===== src/swm_cell.sv =====
// One cell of the row: holds the maximum of the latest samples up to its depth.
module swm_cell #(
	parameter int SAMPLE_WIDTH = 32
) (
	input  logic                           clk,
	input  logic                           en,
	input  logic                           start_req,
	input  logic signed [SAMPLE_WIDTH-1:0] sample,
	input  logic signed [SAMPLE_WIDTH-1:0] prev_max,
	output logic signed [SAMPLE_WIDTH-1:0] max_q
);

	always_ff @(posedge clk) begin
		if (en) begin
			// forget history on a new sequence, else fold the sample into the neighbor's max
			if (start_req || (sample > prev_max)) begin
				max_q <= sample;
			end else begin
				max_q <= prev_max;
			end
		end
	end

endmodule


===== config.mk =====
export PLATFORM = sky130hd
export DESIGN_NAME = swm_cell
export DESIGN_NICKNAME = d
export VERILOG_FILES = /design/src/swm_cell.sv
export SDC_FILE = /design/constraint.sdc
export NUM_CORES = 1
export LEC_CHECK = 0
export ABC_AREA = 1
export BUFFER_PORTS_ARGS = -buffer_cell sky130_fd_sc_hd__buf_2
export CORE_MARGIN = 2
export CORE_UTILIZATION = 52
export CTS_CLUSTER_SIZE = 16
export DETAILED_ROUTE_END_ITERATION = 8
export PLACE_DENSITY = 0.86
export REMOVE_ABC_BUFFERS = 1
export SLEW_MARGIN = 20
export SYNTH_ARGS = -nofsm -noshare
export SYNTH_HDL_FRONTEND = slang
export SYNTH_SLANG_ARGS = --single-unit

===== constraint.sdc =====
create_clock -name clk -period 3.35 [get_ports clk]
set_input_delay 0.335 -clock clk [delete_from_list [all_inputs] [get_ports clk]]
set_output_delay 0.335 -clock clk [all_outputs]
set_load 0.05 [all_outputs]

# Word-level counts from Yosys, hierarchy flattened
# Cells that the tools add are included.
# totals
n_memories	0
latch_bits	0
rom_bits	0
ramBits	0
output_inout_bits	32
wordCells	4
inputBits	67
regBits	32
# classes
div_mod_pow	0
n_eq_ne	0
n_bitwise	0
n_mul	0
mux	1
order_cmp	1
reduce_logical	1
n_addsub	0
n_shift	0
# op_table
op	n
$gt A32 B32 Y1	1
$mux W32	1
$logic_or A1 B1 Y1	1

# Depth between registers and ports, before layout
# logic_depth
ltp_word	3
ltp_mapped	19
depth_no_buf	18

# Worst setup path before layout
# OpenSTA, ideal clock, no wires.
# synth_timing
path_kind	input-to-reg
startpoint	input port prev_max[31]
endpoint	register max_q[23], data pin
stages	12
n_path_buf	1
required_time_ns	3.097
t_arrival_ns	1.645
slack_ns	1.452
setup_ns	0.253
path_cell_list	inv_1 ha_1 a21oi_1 o21a_1 nand2_1 a21oi_1 nand2_1 nand2_1 nand3_2 buf_2 nand3_1 nand2_1
# synth_between
elab_chain_len	3
# synth_rtl
item	line	source
from (decl)	9	input logic signed [SAMPLE_WIDTH-1:0] prev_max,
$gt A32 B32 Y1	16	if (start_req || (sample > prev_max)) begin
$logic_or A1 B1 Y1	16	
$mux W32	16	
to (signal assigned)	17	max_q <= sample;
to (signal assigned)	19	max_q <= prev_max;
to (decl)	10	output logic signed [SAMPLE_WIDTH-1:0] max_q
# Every way passes these cells.
# A chain may end at the register's enable or synchronous reset.

# Worst setup path in the final report
# layout_timing
startpoint	input port prev_max[31]
endpoint	register max_q[31], data pin
# layout_between
elab_chain_len	3
# layout_rtl
item	line
$gt A32 B32 Y1	16
$logic_or A1 B1 Y1	16
$mux W32 (*)	16
# Mark *: on every way between the ends. The rest lies on a longest branch, timed or not.

==> flow_summary.toml <==
[clocking]
postCtsSetupBuffers = 0
numCtsBuffers = 5
holdBufCountCts = 0
clockBufferDepth = 2
cts_tree = "yes"
cts.clk_slew.worst_paths_ps = 70
cts.sinks = 32
cts_root_buffer = "clkbuf_8"
htreeDepth = 2
cts-resized-gates = 0

[synthesis]
synth_xor_area_frac = 0
synth_mux_area_frac = 0
netlist_area_sq_um = 2315
syn_area_per_cell_sq_um = 8.122
yosys_warnings = 0
synth-compound-area-share = 0.04432
synth_simple_gate_area_frac = 0.2735
synthCells = 285
yosys_register_bits = 32
yosys.area_share.adder = 0.1730
synth_top_family_by_area = "simple AND/OR/NAND/NOR gates"
synth_cell_types = 17
ys_seq_area_frac = 0.4151

[global_route]
grt_pass1_wl_microns = 8466
grt_overflow_total = 0
antenna_found_initial = 0
grt.total_usage = 0.2119
grt_pass1_vias = 2034
grt_max_degree = 33

[sta]
setup_viol = 0
slew_headroom = 0.4989
max_freq_mhz = 500.2
whs_ps = 338.9
fin_crit_sh = 0.5968
hold_violations = 0
rsz0062_at_grt = "false"
period_needed_ps = 1999
maxSlewViolCount = 0
fin_tns_setup_ps = 0
worst_pin_slew_ps = 751.7

[die]
top_level_ports = 99
fp-row-count = 24
design.core.area_sq_um = 4324
start_util = 0.5353
die-area_sq_um = 5001
dieHeight_microns = 70.72
die_w_microns = 70.72

[placement]
place.gp.congestion = 0.7850
portBuffers = 98
hpwl_microns = 4001

[min_path]
hp-class = "input port to flip-flop"
whs_endpoint = "max_q[8]$_DFFE_PP_"
min_path_cells = 3
hp-start = "sample[8]"

[setup_path]
cp_num_buf_inv = 3
max_stage_delay_ps = 330
crit_type = "input port to flip-flop"
required_ps = 3380
cp.arrival_ps = 2030
path_delay_family = "compound AO/OA/AOI/OAI gates"
crit_top_cell = "nand2_1"
path_depth = 13
crit_path_max_fanout = 31
crit_chain = "buf_2 > inv_1 > ha_1 > a21oi_1 > o21a_1 > nand2_1 > a21oi_1 > nand2_1 > nand2_1 > nand3_2 > buf_4 > nand3_1 > nand2_1"
critPathCaptureType = "flip-flop"
startpoint_type = "input port"
cp_slowest_cell = "ha_1"

[power_and_ir_drop]
power_frac_seq = 0.412
p_sw_frac = 0.3825
p_clk_frac = 0.223
p_comb_frac = 0.364
ir_drop_mv = 0.2287
p_leak_nw = 1.656
p_total_w = 0.001234
intPower_w = 0.0007622
p_sw_w = 0.0004722
power_density_nw_per_um2 = 425.5

[cells_and_area]
final_common_cell = "nand2_1"
final_layout_size_suffix_gt1_frac = 0.2846
most-common-layout-cells = "nand2_1, buf_2, inv_1"
final-seq-area_sq_um = 960.9
areaGrowthSynthToFinish_pct = 25.35
top_register = "max_q"
multi_input_area_sq_um = 1136
layout.nets = 482
largest_register_ff_count = 32
fillers = 388
reg.largest.list = "max_q (32)"
antenna_cells = 0

[route]
antenna_left = 0
vias = 2196
vias_per_cell = 5.048
finalWirelength_microns = 5203
drc = 0
initialDrtViolationCount = 112
wl_per_cell_microns = 11.96
drt_pass1_iterations = 4

[status]
status = "finished, final reports clean"

[job]
max-cap-violations = 0
==> worst max path at each step <==
stage / startpoint / endpoint / slack (ps)
after global routing: prev_max[31] / max_q[27]$_DFFE_PP_ / 1130
after global placement: sample[31] / max_q[24]$_DFFE_PP_ / 1090
final: prev_max[31] / max_q[31]$_DFFE_PP_ / 1350
after floorplan: prev_max[31] / max_q[0]$_DFFE_PP_ / 1120
after detailed placement: prev_max[31] / max_q[16]$_DFFE_PP_ / 1040
after CTS: prev_max[31] / max_q[16]$_DFFE_PP_ / 1340
==> synth_stat cells <==
cell        n  area, sq um
a21oi_1    14        70.07
o21ai_0     2        10.01
inv_1      42        157.7
a21o_1      1        7.510
nand2_1   103        386.6
ha_1       32        400.4
nor2_1      8        30.03
nor2_2      2        12.51
clkbuf_1    3        11.26
buf_6       3        33.78
buf_2       3        15.01
nand4_1     2        12.51
nand3_2     1        10.01
o21a_1      2        15.01
nand2_4     1        11.26
edfxtp_1   32        960.9
nand3_1    34        170.2
==> tightest hold or removal path: stages <==
cell	delay, ps
buf_2	90
nand2_1	50
nand2_1	50
==> layout make-up <==
class,instances,area share
inverter,42,0.05433
clock inverter,2,0.002587
clock buffer,5,0.02372
tap,52,0.02242
multi-input combinational,202,0.3915
sequential,32,0.3312
timing repair buffer,100,0.1742
==> power by group through the flow <==
stage | clock (W) | combinational, W | sequential (W)
2_1_floorplan | 0 | 0.000145 | 0.000685
3_3_place_gp | 0 | 0.000439 | 0.000517
3_5_place_dp | 0 | 0.000451 | 0.000518
4_1_cts | 0.000282 | 0.000453 | 0.000510
5_1_grt | 0.000300 | 0.000492 | 0.000513
6_report | 0.000276 | 0.000449 | 0.000509
==> layer usage <==
| metal | routed length (microns) | track usage |
|---|---|---|
| met1 | 2140 | 0.2456 |
| met5 | 0 | 0 |
| met4 | 68 | 0.07966 |
| met3 | 353 | 0.04416 |
| met2 | 2641 | 0.3832 |
==> per-stage QoR <==
step	worst slack, ps	util	instance area [sq um]	instances
2_1_floorplan	1118	-	2255	276
3_3_place_gp	1086	0.6534	2825	428
3_5_place_dp	1044	0.6534	2825	428
4_1_cts	1335	0.6710	2902	435
5_1_grt	1131	0.6710	2902	435
6_report	1351	0.6710	2902	435
==> logic make-up (layout without fill, tap and decap cells) <==
family,after synthesis,after routing
buf+inv,51,149
flops,32,32
fa+ha+maj,32,32
compound gates,19,19
simple gates,151,151
Note: power is estimated with default switching activity, not from simulation.
